--- config.mk ---
export PLATFORM = sky130hd
export DESIGN_NAME = delta_frame_animation_decoder
export DESIGN_NICKNAME = d
export VERILOG_FILES = /design/src/dfad_pkg.sv /design/src/dfad_front.sv /design/src/dfad_queue.sv /design/src/dfad_back.sv /design/src/delta_frame_animation_decoder.sv
export SDC_FILE = /design/constraint.sdc
export NUM_CORES = 2
export LEC_CHECK = 0
export ABC_CLOCK_PERIOD_IN_PS = 8800
export BUFFER_PORTS_ARGS = -buffer_cell sky130_fd_sc_hd__buf_4
export CAP_MARGIN = 10
export CORE_MARGIN = 4
export CORE_UTILIZATION = 64
export DETAILED_ROUTE_END_ITERATION = 8
export PLACE_DENSITY = 0.82
export RECOVER_POWER = 25
export SYNTH_ARGS = -nofsm -noshare
export SYNTH_HDL_FRONTEND = slang
export SYNTH_SLANG_ARGS = --single-unit
--- constraint.sdc ---
create_clock -name aclk -period 8.8 [get_ports aclk]
set_input_delay 1.32 -clock aclk [delete_from_list [all_inputs] [get_ports aclk]]
set_output_delay 1.32 -clock aclk [all_outputs]
set_load 0.01 [all_outputs]
--- src/dfad_pkg.sv ---
`timescale 1ns / 1ps
// ----------------------------------------------------------------------------
// dfad_pkg
// Shared types and constants of the delta frame animation decoder.
// ----------------------------------------------------------------------------
package dfad_pkg;

    localparam int ADDR_WIDTH_DEFAULT = 32;
    localparam int CFG_INDEX_W        = 3;
    localparam int CFG_DATA_W         = 16;
    localparam int QUEUE_DEPTH        = 4;
    localparam int ADDR_SUM_W         = 34;
    localparam int PIXEL_ADDR_W       = 32;

    localparam logic [CFG_INDEX_W-1:0] REG_FRAME_COUNT      = 3'd0;
    localparam logic [CFG_INDEX_W-1:0] REG_ANIM_WIDTH       = 3'd1;
    localparam logic [CFG_INDEX_W-1:0] REG_ANIM_HEIGHT      = 3'd2;
    localparam logic [CFG_INDEX_W-1:0] REG_FIRST_FRAME_FULL = 3'd3;
    localparam logic [CFG_INDEX_W-1:0] REG_ORIGIN_X         = 3'd4;
    localparam logic [CFG_INDEX_W-1:0] REG_ORIGIN_Y         = 3'd5;
    localparam logic [CFG_INDEX_W-1:0] REG_SCREEN_STRIDE    = 3'd6;

    typedef struct packed {
        logic [15:0] frame_count;
        logic [15:0] anim_width;
        logic [15:0] anim_height;
        logic        first_frame_full;
        logic [15:0] origin_x;
        logic [15:0] origin_y;
        logic [15:0] screen_stride;
    } cfg_t;

    typedef enum logic [2:0] {
        K_NOTE,
        K_START,
        K_KEYPIX,
        K_LITPIX,
        K_SKIP
    } cmd_kind_t;

    typedef struct packed {
        cmd_kind_t   kind;
        logic [7:0]  data;
        logic        frame_end;
        logic        anim_end;
        logic [15:0] frame_number;
    } cmd_t;

endpackage

--- src/dfad_front.sv ---
`timescale 1ns / 1ps
// ----------------------------------------------------------------------------
// dfad_front
// Accepts stream bytes, tracks chunk framing and classifies each byte.
// ----------------------------------------------------------------------------
module dfad_front (
    input  logic                aclk,
    input  logic                aresetn,
    input  logic                restart,
    input  dfad_pkg::cfg_t      cfg,
    input  logic                s_tvalid,
    output logic                s_tready,
    input  logic [7:0]          s_tdata,
    input  logic                q_full,
    output logic                push,
    output dfad_pkg::cmd_t      push_cmd
);

    typedef enum logic [1:0] {
        PH_LEN_LO,
        PH_LEN_HI,
        PH_BODY
    } phase_t;

    phase_t      phase_reg, phase_next;
    logic [7:0]  len_lo_reg, len_lo_next;
    logic [15:0] chunk_reg, chunk_next;
    logic [6:0]  lit_reg, lit_next;
    logic [15:0] frame_reg, frame_next;
    logic        finished_reg, finished_next;

    assign s_tready = !q_full;

    always_comb begin
        logic        accept;
        logic        key;
        logic        fend_hit;
        logic [15:0] chunk_val;
        logic [15:0] chunk_dec;
        accept        = s_tvalid && !q_full;
        key           = (frame_reg == 16'd0) && cfg.first_frame_full;
        fend_hit      = 1'b0;
        chunk_val     = {s_tdata, len_lo_reg};
        chunk_dec     = chunk_reg - 16'd1;
        phase_next    = phase_reg;
        len_lo_next   = len_lo_reg;
        chunk_next    = chunk_reg;
        lit_next      = lit_reg;
        frame_next    = frame_reg;
        finished_next = finished_reg;
        push          = 1'b0;
        push_cmd.kind         = dfad_pkg::K_NOTE;
        push_cmd.data         = s_tdata;
        push_cmd.frame_end    = 1'b0;
        push_cmd.anim_end     = 1'b0;
        push_cmd.frame_number = frame_reg;
        if (accept && !finished_reg) begin
            case (phase_reg)
                PH_LEN_LO: begin
                    if (!key && (frame_reg >= cfg.frame_count)) begin
                        finished_next = 1'b1;
                    end else begin
                        len_lo_next = s_tdata;
                        phase_next  = PH_LEN_HI;
                        push        = 1'b1;
                    end
                end
                PH_LEN_HI: begin
                    chunk_next    = chunk_val;
                    lit_next      = 7'd0;
                    phase_next    = PH_BODY;
                    push          = 1'b1;
                    push_cmd.kind = dfad_pkg::K_START;
                    fend_hit      = (chunk_val == 16'd0);
                end
                PH_BODY: begin
                    chunk_next = chunk_dec;
                    push       = 1'b1;
                    if (key) begin
                        push_cmd.kind = dfad_pkg::K_KEYPIX;
                    end else if (lit_reg != 7'd0) begin
                        push_cmd.kind = dfad_pkg::K_LITPIX;
                        lit_next      = lit_reg - 7'd1;
                    end else if (s_tdata[7]) begin
                        push_cmd.kind = dfad_pkg::K_SKIP;
                    end else begin
                        lit_next = s_tdata[6:0];
                    end
                    fend_hit = (chunk_dec == 16'd0);
                end
                default: begin
                    phase_next = PH_LEN_LO;
                end
            endcase
            if (fend_hit) begin
                lit_next           = 7'd0;
                phase_next         = PH_LEN_LO;
                frame_next         = frame_reg + 16'd1;
                push_cmd.frame_end = 1'b1;
                if (frame_next >= cfg.frame_count) begin
                    finished_next     = 1'b1;
                    push_cmd.anim_end = 1'b1;
                end
            end
        end
    end

    always_ff @(posedge aclk) begin
        if (!aresetn || restart) begin
            phase_reg    <= PH_LEN_LO;
            len_lo_reg   <= 8'd0;
            chunk_reg    <= 16'd0;
            lit_reg      <= 7'd0;
            frame_reg    <= 16'd0;
            finished_reg <= 1'b0;
        end else begin
            phase_reg    <= phase_next;
            len_lo_reg   <= len_lo_next;
            chunk_reg    <= chunk_next;
            lit_reg      <= lit_next;
            frame_reg    <= frame_next;
            finished_reg <= finished_next;
        end
    end

endmodule

--- src/dfad_queue.sv ---
`timescale 1ns / 1ps
// ----------------------------------------------------------------------------
// dfad_queue
// Short command queue between the parsing front and the pixel back end.
// ----------------------------------------------------------------------------
module dfad_queue (
    input  logic                aclk,
    input  logic                aresetn,
    input  logic                flush,
    input  logic                push,
    input  dfad_pkg::cmd_t      push_cmd,
    input  logic                pop,
    output logic                full,
    output logic                head_valid,
    output dfad_pkg::cmd_t      head_cmd
);

    localparam int PTR_W = $clog2(dfad_pkg::QUEUE_DEPTH);
    localparam int CNT_W = $clog2(dfad_pkg::QUEUE_DEPTH + 1);

    dfad_pkg::cmd_t   entry_reg [dfad_pkg::QUEUE_DEPTH];
    logic [PTR_W-1:0] wr_ptr_reg, wr_ptr_next;
    logic [PTR_W-1:0] rd_ptr_reg, rd_ptr_next;
    logic [CNT_W-1:0] count_reg, count_next;

    assign full       = (count_reg == CNT_W'(dfad_pkg::QUEUE_DEPTH));
    assign head_valid = (count_reg != '0);
    assign head_cmd   = entry_reg[rd_ptr_reg];

    always_comb begin
        logic do_push;
        logic do_pop;
        do_push     = push && !full;
        do_pop      = pop && head_valid;
        wr_ptr_next = do_push ? wr_ptr_reg + PTR_W'(1) : wr_ptr_reg;
        rd_ptr_next = do_pop ? rd_ptr_reg + PTR_W'(1) : rd_ptr_reg;
        count_next  = count_reg + CNT_W'(do_push) - CNT_W'(do_pop);
    end

    always_ff @(posedge aclk) begin
        if (push && !full) begin
            entry_reg[wr_ptr_reg] <= push_cmd;
        end
    end

    always_ff @(posedge aclk) begin
        if (!aresetn || flush) begin
            wr_ptr_reg <= '0;
            rd_ptr_reg <= '0;
            count_reg  <= '0;
        end else begin
            wr_ptr_reg <= wr_ptr_next;
            rd_ptr_reg <= rd_ptr_next;
            count_reg  <= count_next;
        end
    end

endmodule

--- src/dfad_back.sv ---
`timescale 1ns / 1ps
// ----------------------------------------------------------------------------
// dfad_back
// Keeps the pixel position, forms screen addresses and drives the results.
// ----------------------------------------------------------------------------
module dfad_back #(
    parameter int ADDR_WIDTH = dfad_pkg::ADDR_WIDTH_DEFAULT
) (
    input  logic                                aclk,
    input  logic                                aresetn,
    input  logic                                restart,
    input  dfad_pkg::cfg_t                      cfg,
    input  logic                                q_valid,
    input  dfad_pkg::cmd_t                      q_cmd,
    output logic                                q_pop,
    input  logic                                m_tready,
    output logic                                m_valid,
    output logic                                m_pixel_write,
    output logic [dfad_pkg::PIXEL_ADDR_W-1:0]   m_pixel_addr,
    output logic [7:0]                          m_pixel_value,
    output logic                                m_frame_end,
    output logic                                m_anim_end,
    output logic [15:0]                         m_frame_number
);

    localparam int SW = dfad_pkg::ADDR_SUM_W;
    localparam logic [SW-1:0] ADDR_MASK =
        (ADDR_WIDTH >= SW) ? {SW{1'b1}} : ((SW'(1) << ADDR_WIDTH) - SW'(1));

    typedef enum logic {
        B_RUN,
        B_DIV
    } bstate_t;

    bstate_t        state_reg, state_next;
    logic [15:0]    col_reg, col_next;
    logic [15:0]    row_reg, row_next;
    logic [16:0]    x_reg, x_next;
    dfad_pkg::cmd_t hold_reg, hold_next;
    logic           valid_reg, valid_next;
    logic           wr_reg, wr_next;
    logic [dfad_pkg::PIXEL_ADDR_W-1:0] addr_reg, addr_next;
    logic [7:0]     val_reg, val_next;
    logic           fend_reg, fend_next;
    logic           aend_reg, aend_next;
    logic [15:0]    fnum_reg, fnum_next;

    logic [16:0]    y_sum;
    logic [32:0]    prod;
    logic [SW-1:0]  addr_sum;
    logic [SW-1:0]  addr_masked;

    assign y_sum       = {1'b0, cfg.origin_y} + {1'b0, row_reg};
    assign prod        = y_sum * cfg.screen_stride;
    assign addr_sum    = {1'b0, prod} + {18'd0, cfg.origin_x} + {18'd0, col_reg};
    assign addr_masked = addr_sum & ADDR_MASK;

    assign m_valid        = valid_reg;
    assign m_pixel_write  = wr_reg;
    assign m_pixel_addr   = addr_reg;
    assign m_pixel_value  = val_reg;
    assign m_frame_end    = fend_reg;
    assign m_anim_end     = aend_reg;
    assign m_frame_number = fnum_reg;

    always_comb begin
        logic        out_ready;
        logic [15:0] col_inc;
        logic [16:0] width17;
        logic [16:0] skip_x;
        out_ready  = !valid_reg || m_tready;
        col_inc    = col_reg + 16'd1;
        width17    = {1'b0, cfg.anim_width};
        skip_x     = {1'b0, col_reg} + {10'd0, q_cmd.data[6:0]};
        state_next = state_reg;
        col_next   = col_reg;
        row_next   = row_reg;
        x_next     = x_reg;
        hold_next  = hold_reg;
        valid_next = valid_reg && !m_tready;
        wr_next    = wr_reg;
        addr_next  = addr_reg;
        val_next   = val_reg;
        fend_next  = fend_reg;
        aend_next  = aend_reg;
        fnum_next  = fnum_reg;
        q_pop      = 1'b0;
        case (state_reg)
            B_RUN: begin
                if (q_valid && out_ready) begin
                    q_pop      = 1'b1;
                    valid_next = 1'b1;
                    wr_next    = 1'b0;
                    addr_next  = '0;
                    val_next   = 8'd0;
                    fend_next  = q_cmd.frame_end;
                    aend_next  = q_cmd.anim_end;
                    fnum_next  = q_cmd.frame_number;
                    case (q_cmd.kind)
                        dfad_pkg::K_START: begin
                            col_next = 16'd0;
                            row_next = 16'd0;
                        end
                        dfad_pkg::K_KEYPIX: begin
                            if ((cfg.anim_width != 16'd0) && (row_reg < cfg.anim_height)) begin
                                wr_next   = 1'b1;
                                addr_next = addr_masked[dfad_pkg::PIXEL_ADDR_W-1:0];
                                val_next  = q_cmd.data;
                                if (col_inc >= cfg.anim_width) begin
                                    col_next = 16'd0;
                                    row_next = row_reg + 16'd1;
                                end else begin
                                    col_next = col_inc;
                                end
                            end
                        end
                        dfad_pkg::K_LITPIX: begin
                            wr_next   = 1'b1;
                            addr_next = addr_masked[dfad_pkg::PIXEL_ADDR_W-1:0];
                            val_next  = q_cmd.data;
                            if (col_inc >= cfg.anim_width) begin
                                col_next = 16'd0;
                                row_next = row_reg + 16'd1;
                            end else begin
                                col_next = col_inc;
                            end
                        end
                        dfad_pkg::K_SKIP: begin
                            if ((cfg.anim_width != 16'd0) && (skip_x >= width17)) begin
                                valid_next = valid_reg && !m_tready;
                                x_next     = skip_x - width17;
                                row_next   = row_reg + 16'd1;
                                hold_next  = q_cmd;
                                state_next = B_DIV;
                            end else begin
                                col_next = skip_x[15:0];
                            end
                        end
                        default: begin
                        end
                    endcase
                end
            end
            B_DIV: begin
                if (x_reg >= width17) begin
                    x_next   = x_reg - width17;
                    row_next = row_reg + 16'd1;
                end else if (out_ready) begin
                    col_next   = x_reg[15:0];
                    valid_next = 1'b1;
                    wr_next    = 1'b0;
                    addr_next  = '0;
                    val_next   = 8'd0;
                    fend_next  = hold_reg.frame_end;
                    aend_next  = hold_reg.anim_end;
                    fnum_next  = hold_reg.frame_number;
                    state_next = B_RUN;
                end
            end
            default: begin
                state_next = B_RUN;
            end
        endcase
    end

    always_ff @(posedge aclk) begin
        if (!aresetn || restart) begin
            state_reg <= B_RUN;
            col_reg   <= 16'd0;
            row_reg   <= 16'd0;
            valid_reg <= 1'b0;
        end else begin
            state_reg <= state_next;
            col_reg   <= col_next;
            row_reg   <= row_next;
            valid_reg <= valid_next;
        end
        x_reg    <= x_next;
        hold_reg <= hold_next;
        wr_reg   <= wr_next;
        addr_reg <= addr_next;
        val_reg  <= val_next;
        fend_reg <= fend_next;
        aend_reg <= aend_next;
        fnum_reg <= fnum_next;
    end

endmodule

--- src/delta_frame_animation_decoder.sv ---
`timescale 1ns / 1ps
// ----------------------------------------------------------------------------
// delta_frame_animation_decoder
// Decodes a skip/literal delta-frame animation byte stream into pixel writes.
// ----------------------------------------------------------------------------
// The front end takes one stream byte per cycle while its four-entry command
// queue has room, and the back end retires one command per cycle into an
// output register while that register is empty or taken, so literal and control
// bytes flow at one item per cycle unless a skip holds the back end. A skip
// command that runs past the end of a row makes the back end subtract the
// animation width once for every row it crosses, and it takes no new command
// until the skip is done. Every result carries the frame number; tlast marks
// the last item of a frame. Any write to registers 0 to 6 restarts the player
// at frame 0.
module delta_frame_animation_decoder #(
    parameter int ADDR_WIDTH = dfad_pkg::ADDR_WIDTH_DEFAULT
) (
    input  logic                              aclk,
    input  logic                              aresetn,
    input  logic                              cfg_we,
    input  logic [dfad_pkg::CFG_INDEX_W-1:0]  cfg_index,
    input  logic [dfad_pkg::CFG_DATA_W-1:0]   cfg_wdata,
    input  logic                              s_tvalid,
    output logic                              s_tready,
    input  logic [7:0]                        s_tdata,   // [7:0] stream_byte
    output logic                              m_tvalid,
    input  logic                              m_tready,
    // [31:0] pixel_addr, [39:32] pixel_value, [40] anim_end,
    // [56:41] frame_number, [63:57] zero
    output logic [63:0]                       m_tdata,
    output logic                              m_tuser,   // [0] pixel_write
    output logic                              m_tlast    // frame_end
);

    dfad_pkg::cfg_t cfg_reg;
    logic           restart;
    logic           push;
    dfad_pkg::cmd_t push_cmd;
    logic           q_full;
    logic           q_valid;
    dfad_pkg::cmd_t q_cmd;
    logic           q_pop;
    logic [dfad_pkg::PIXEL_ADDR_W-1:0] pixel_addr;
    logic [7:0]     pixel_value;
    logic           anim_end;
    logic [15:0]    frame_number;

    assign restart = cfg_we && (cfg_index <= dfad_pkg::REG_SCREEN_STRIDE);

    always_ff @(posedge aclk) begin
        if (!aresetn) begin
            cfg_reg <= '0;
        end else if (cfg_we) begin
            case (cfg_index)
                dfad_pkg::REG_FRAME_COUNT:      cfg_reg.frame_count      <= cfg_wdata;
                dfad_pkg::REG_ANIM_WIDTH:       cfg_reg.anim_width       <= cfg_wdata;
                dfad_pkg::REG_ANIM_HEIGHT:      cfg_reg.anim_height      <= cfg_wdata;
                dfad_pkg::REG_FIRST_FRAME_FULL: cfg_reg.first_frame_full <= cfg_wdata[0];
                dfad_pkg::REG_ORIGIN_X:         cfg_reg.origin_x         <= cfg_wdata;
                dfad_pkg::REG_ORIGIN_Y:         cfg_reg.origin_y         <= cfg_wdata;
                dfad_pkg::REG_SCREEN_STRIDE:    cfg_reg.screen_stride    <= cfg_wdata;
                default: begin
                end
            endcase
        end
    end

    dfad_front u_front (
        .aclk     (aclk),
        .aresetn  (aresetn),
        .restart  (restart),
        .cfg      (cfg_reg),
        .s_tvalid (s_tvalid),
        .s_tready (s_tready),
        .s_tdata  (s_tdata),
        .q_full   (q_full),
        .push     (push),
        .push_cmd (push_cmd)
    );

    dfad_queue u_queue (
        .aclk       (aclk),
        .aresetn    (aresetn),
        .flush      (restart),
        .push       (push),
        .push_cmd   (push_cmd),
        .pop        (q_pop),
        .full       (q_full),
        .head_valid (q_valid),
        .head_cmd   (q_cmd)
    );

    dfad_back #(
        .ADDR_WIDTH (ADDR_WIDTH)
    ) u_back (
        .aclk           (aclk),
        .aresetn        (aresetn),
        .restart        (restart),
        .cfg            (cfg_reg),
        .q_valid        (q_valid),
        .q_cmd          (q_cmd),
        .q_pop          (q_pop),
        .m_tready       (m_tready),
        .m_valid        (m_tvalid),
        .m_pixel_write  (m_tuser),
        .m_pixel_addr   (pixel_addr),
        .m_pixel_value  (pixel_value),
        .m_frame_end    (m_tlast),
        .m_anim_end     (anim_end),
        .m_frame_number (frame_number)
    );

    assign m_tdata = {7'd0, frame_number, anim_end, pixel_value, pixel_addr};

`ifndef NO_ASSERTIONS
    a_no_overflow: assert property (@(posedge aclk) disable iff (!aresetn)
        !(push && q_full))
        else $error("command pushed into a full queue");

    a_anim_end_ends_frame: assert property (@(posedge aclk) disable iff (!aresetn)
        (m_tvalid && m_tdata[40]) |-> m_tlast)
        else $error("animation end without frame end");

    a_restart_clears: assert property (@(posedge aclk) disable iff (!aresetn)
        restart |=> (!m_tvalid && !q_valid))
        else $error("item left in flight after restart");
`endif

endmodule

==> results.json <==
{
  "outcome": "complete, but fails checks",
  "violations": "max-capacitance violations, max-slew violations",
  "grt_pass1_vias": 24201,
  "root_buffer": "clkbuf_16",
  "hp-start": "cfg_reg[53]$_SDFFE_PN0P_",
  "portBuffers": 92,
  "dr.pass1.iters": 6,
  "drt_iter0_drc": 2521,
  "critPathMaxFanout": 16,
  "die_h_um": 228,
  "hold_slack_ns": 0.471,
  "max_stage_delay_ns": 0.56,
  "area_delta_synth_final_pct": 9.25,
  "slowest_stage": "fa_1",
  "routabilityCongestion": 0.939,
  "synth_compound_area_frac": 0.118,
  "clk_pin_slew_worst_paths_ns": 0.06,
  "initial_core_util": 0.649,
  "hold_viol": 0,
  "holdBufCountCts": 0,
  "grt_usage": 0.312,
  "boundaryPins": 100,
  "synthXorXnorAreaFrac": 0.0354,
  "start_kind": "flop",
  "post_cts_buffers": 0,
  "antenna_found_initial": 3,
  "drive_gt1_frac": 0.0820,
  "yosys_warnings": 0,
  "finalCriticalPeriod_ns": 8.40,
  "cp_common_cell": "fa_1",
  "synth_area_leaders": "edfxtp_1 20%, fa_1 16%, dfxtp_1 12%, ha_1 9.6%, nand2_1 5.9%",
  "maxCapViolations": 2,
  "cellLeakagePower_nw": 14.4,
  "ys_types": 91,
  "r2r_cells": 30,
  "dieArea_mm2": 0.0521,
  "synth_fa_ha_area_frac": 0.254,
  "clock_sinks": 400,
  "worstSkewPairLatency_ns": 0.61,
  "core_mm2": 0.0478,
  "synth_top_family_by_area": "adder cells",
  "cellPowerDensity_mw_per_mm2": 193,
  "cts_made_buffers": 45,
  "num-nets-final": 3806,
  "cts_resized": 0,
  "grt_pass1_wl_um": 131000,
  "setup_viol": 0,
  "avgSynthCellArea_um2": 9.55,
  "dp.final_hpwl_um": 59700,
  "synthArstFlopShare": 0,
  "synth_top_area_cell": "edfxtp_1",
  "dpl_cell_area_mm2": 0.0322,
  "r2r_slack_ns": 0.40,
  "critPathArrivalTime_ns": 8.75,
  "mostFrequentLayoutCell": "nand2_1",
  "synth_top_area_share": 0.203,
  "drtAntennaViolNets": 0,
  "cts_tree": "yes",
  "fmax_mhz": 119,
  "startpoint": "u_back.row_reg[0]$_SDFFE_PP0P_",
  "ys.flop_type": "edfxtp_1",
  "cp.required_ns": 9.15,
  "synth-seq-area-share": 0.326,
  "wl_um": 81600,
  "rsz0062_at_grt": "false",
  "wire_per_inst_um": 20.7,
  "drc": 0,
  "r2r_start": "u_back.row_reg[0]$_SDFFE_PP0P_",
  "crit_type": "flop to flop",
  "fin_crit_sh": 0.954,
  "die_width_um": 228,
  "drv_slew": 119,
  "final_cell_mix": "486 x nand2_1, 411 x inv_1, 244 x fa_1, 239 x ha_1, 210 x edfxtp_1",
  "fin_tns_setup_ns": 0,
  "routed_via_density": 6.08,
  "timing.rr.end": "u_back.m_pixel_addr[30]$_SDFFCE_PP0P_",
  "synth-seq-cells": 400,
  "synthMuxAreaShare": 0.0262,
  "largest_register_ffs": 116,
  "vdd_drop_max_uv": 207,
  "max-slew-margin-rel": -1.49,
  "min_path_type": "flop to flop",
  "row_count": 80,
  "syn_area_mm2": 0.0310,
  "synth_edf_count": 210,
  "synth-simple-area-share": 0.172,
  "gr-total-overflow": 0,
  "htree_levels": 2,
  "vias": 23997,
  "worst_slew_pin_slew_ns": 3.73,
  "hold_path_depth": 2,
  "fin_area_mm2": 0.0339,
  "finalClockSkew_ns": 0.0360,
  "min_to": "cfg_reg[53]$_SDFFE_PN0P_",
  "clock_path_buffers": 3,
  "grt_max_degree": 101,
  "end_kind": "flop",
  "synthCells": 3250
}
## cell families (layout without fill, tap and decap cells)
logic type | Yosys count | count (layout)
other cells | 1 | 8
compound gates | 531 | 531
simple gates | 1113 | 1113
xor+xnor | 124 | 124
flops | 400 | 400
fa+ha+maj | 483 | 483
buf+inv | 553 | 625
mux | 45 | 45
## synthesized netlist by cell type, drive strengths merged, types with 10 or more instances
library cell	instances
nand2b	26
a21boi	101
o21ai	82
and3	21
ha	239
nor2	171
inv	412
nor4	24
clkbuf	109
dfxtp	190
nor2b	28
a21o	39
or3	10
a31oi	20
mux2i	16
nor4b	11
nand3	47
fa	244
xor2	49
mux4	29
and2	166
edfxtp	210
o21bai	10
a211oi	15
o211ai	14
xnor2	74
nand2	487
nand4	29
o31ai	14
a21oi	120
nor3	46
o21a	22
a311oi	13
buf	30
## metrics by stage
stage / instances / util / power (mW) / worst slack [ns]
after global routing: 3944 / 0.709 / 6.86 / 0.00498
after detailed placement: 3858 / 0.674 / 4.48 / 0.160
final: 3944 / 0.709 / 6.56 / 0.404
after CTS: 3942 / 0.708 / 6.55 / 0.0930
after floorplan: 3256 / - / 3.75 / 1.17
after global placement: 3858 / 0.674 / 4.44 / 0.438
## worst max path at each step
stage / cells after the start / to / slack (ns)
after floorplan: 30 / u_back.m_pixel_addr[30]$_SDFFCE_PP0P_ / 1.17
after global placement: 29 / u_back.m_pixel_addr[30]$_SDFFCE_PP0P_ / 0.44
after detailed placement: 29 / u_back.m_pixel_addr[30]$_SDFFCE_PP0P_ / 0.16
after CTS: 29 / u_back.m_pixel_addr[30]$_SDFFCE_PP0P_ / 0.09
after global routing: 29 / u_back.m_pixel_addr[30]$_SDFFCE_PP0P_ / 0.005
final: 30 / u_back.m_pixel_addr[30]$_SDFFCE_PP0P_ / 0.40
## routing by layer
layer  vias up  track usage  wire, µm
li1      10992            -         -
met1     11735        0.418     32600
met2      1023        0.507     38500
met3       247       0.0536      6610
met4         0        0.133      3860
met5         -            0         0
## final cells by class
type / instances / area (µm²)
multi-input combinational: 2303 / 18900
fill: 3401 / 13900
sequential: 400 / 10100
inverter: 414 / 1550
clock buffer: 57 / 1220
timing repair buffer: 127 / 920
tap: 615 / 769
clock inverter: 27 / 415
antenna: 1 / 2.50
## power breakdown
| part | internal [mW] | switching (mW) |
|---|---|---|
| clock | 1.22 | 0.847 |
| sequential | 2.28 | 0.132 |
| combinational | 0.824 | 1.26 |
| total | 4.32 | 2.24 |
## critical path, delay by kind of cell (launching register included)
family                     cells  cell delay [ns]
and+or+nand+nor                3             0.37
adders and majority gates      9             3.77
AOI/OAI and AO/OA             11             2.95
xor gates and xnor gates       1             0.18
buffers and inverters          6             0.49
DFF                            1             0.37
Power figures use the tool's default switching activity.
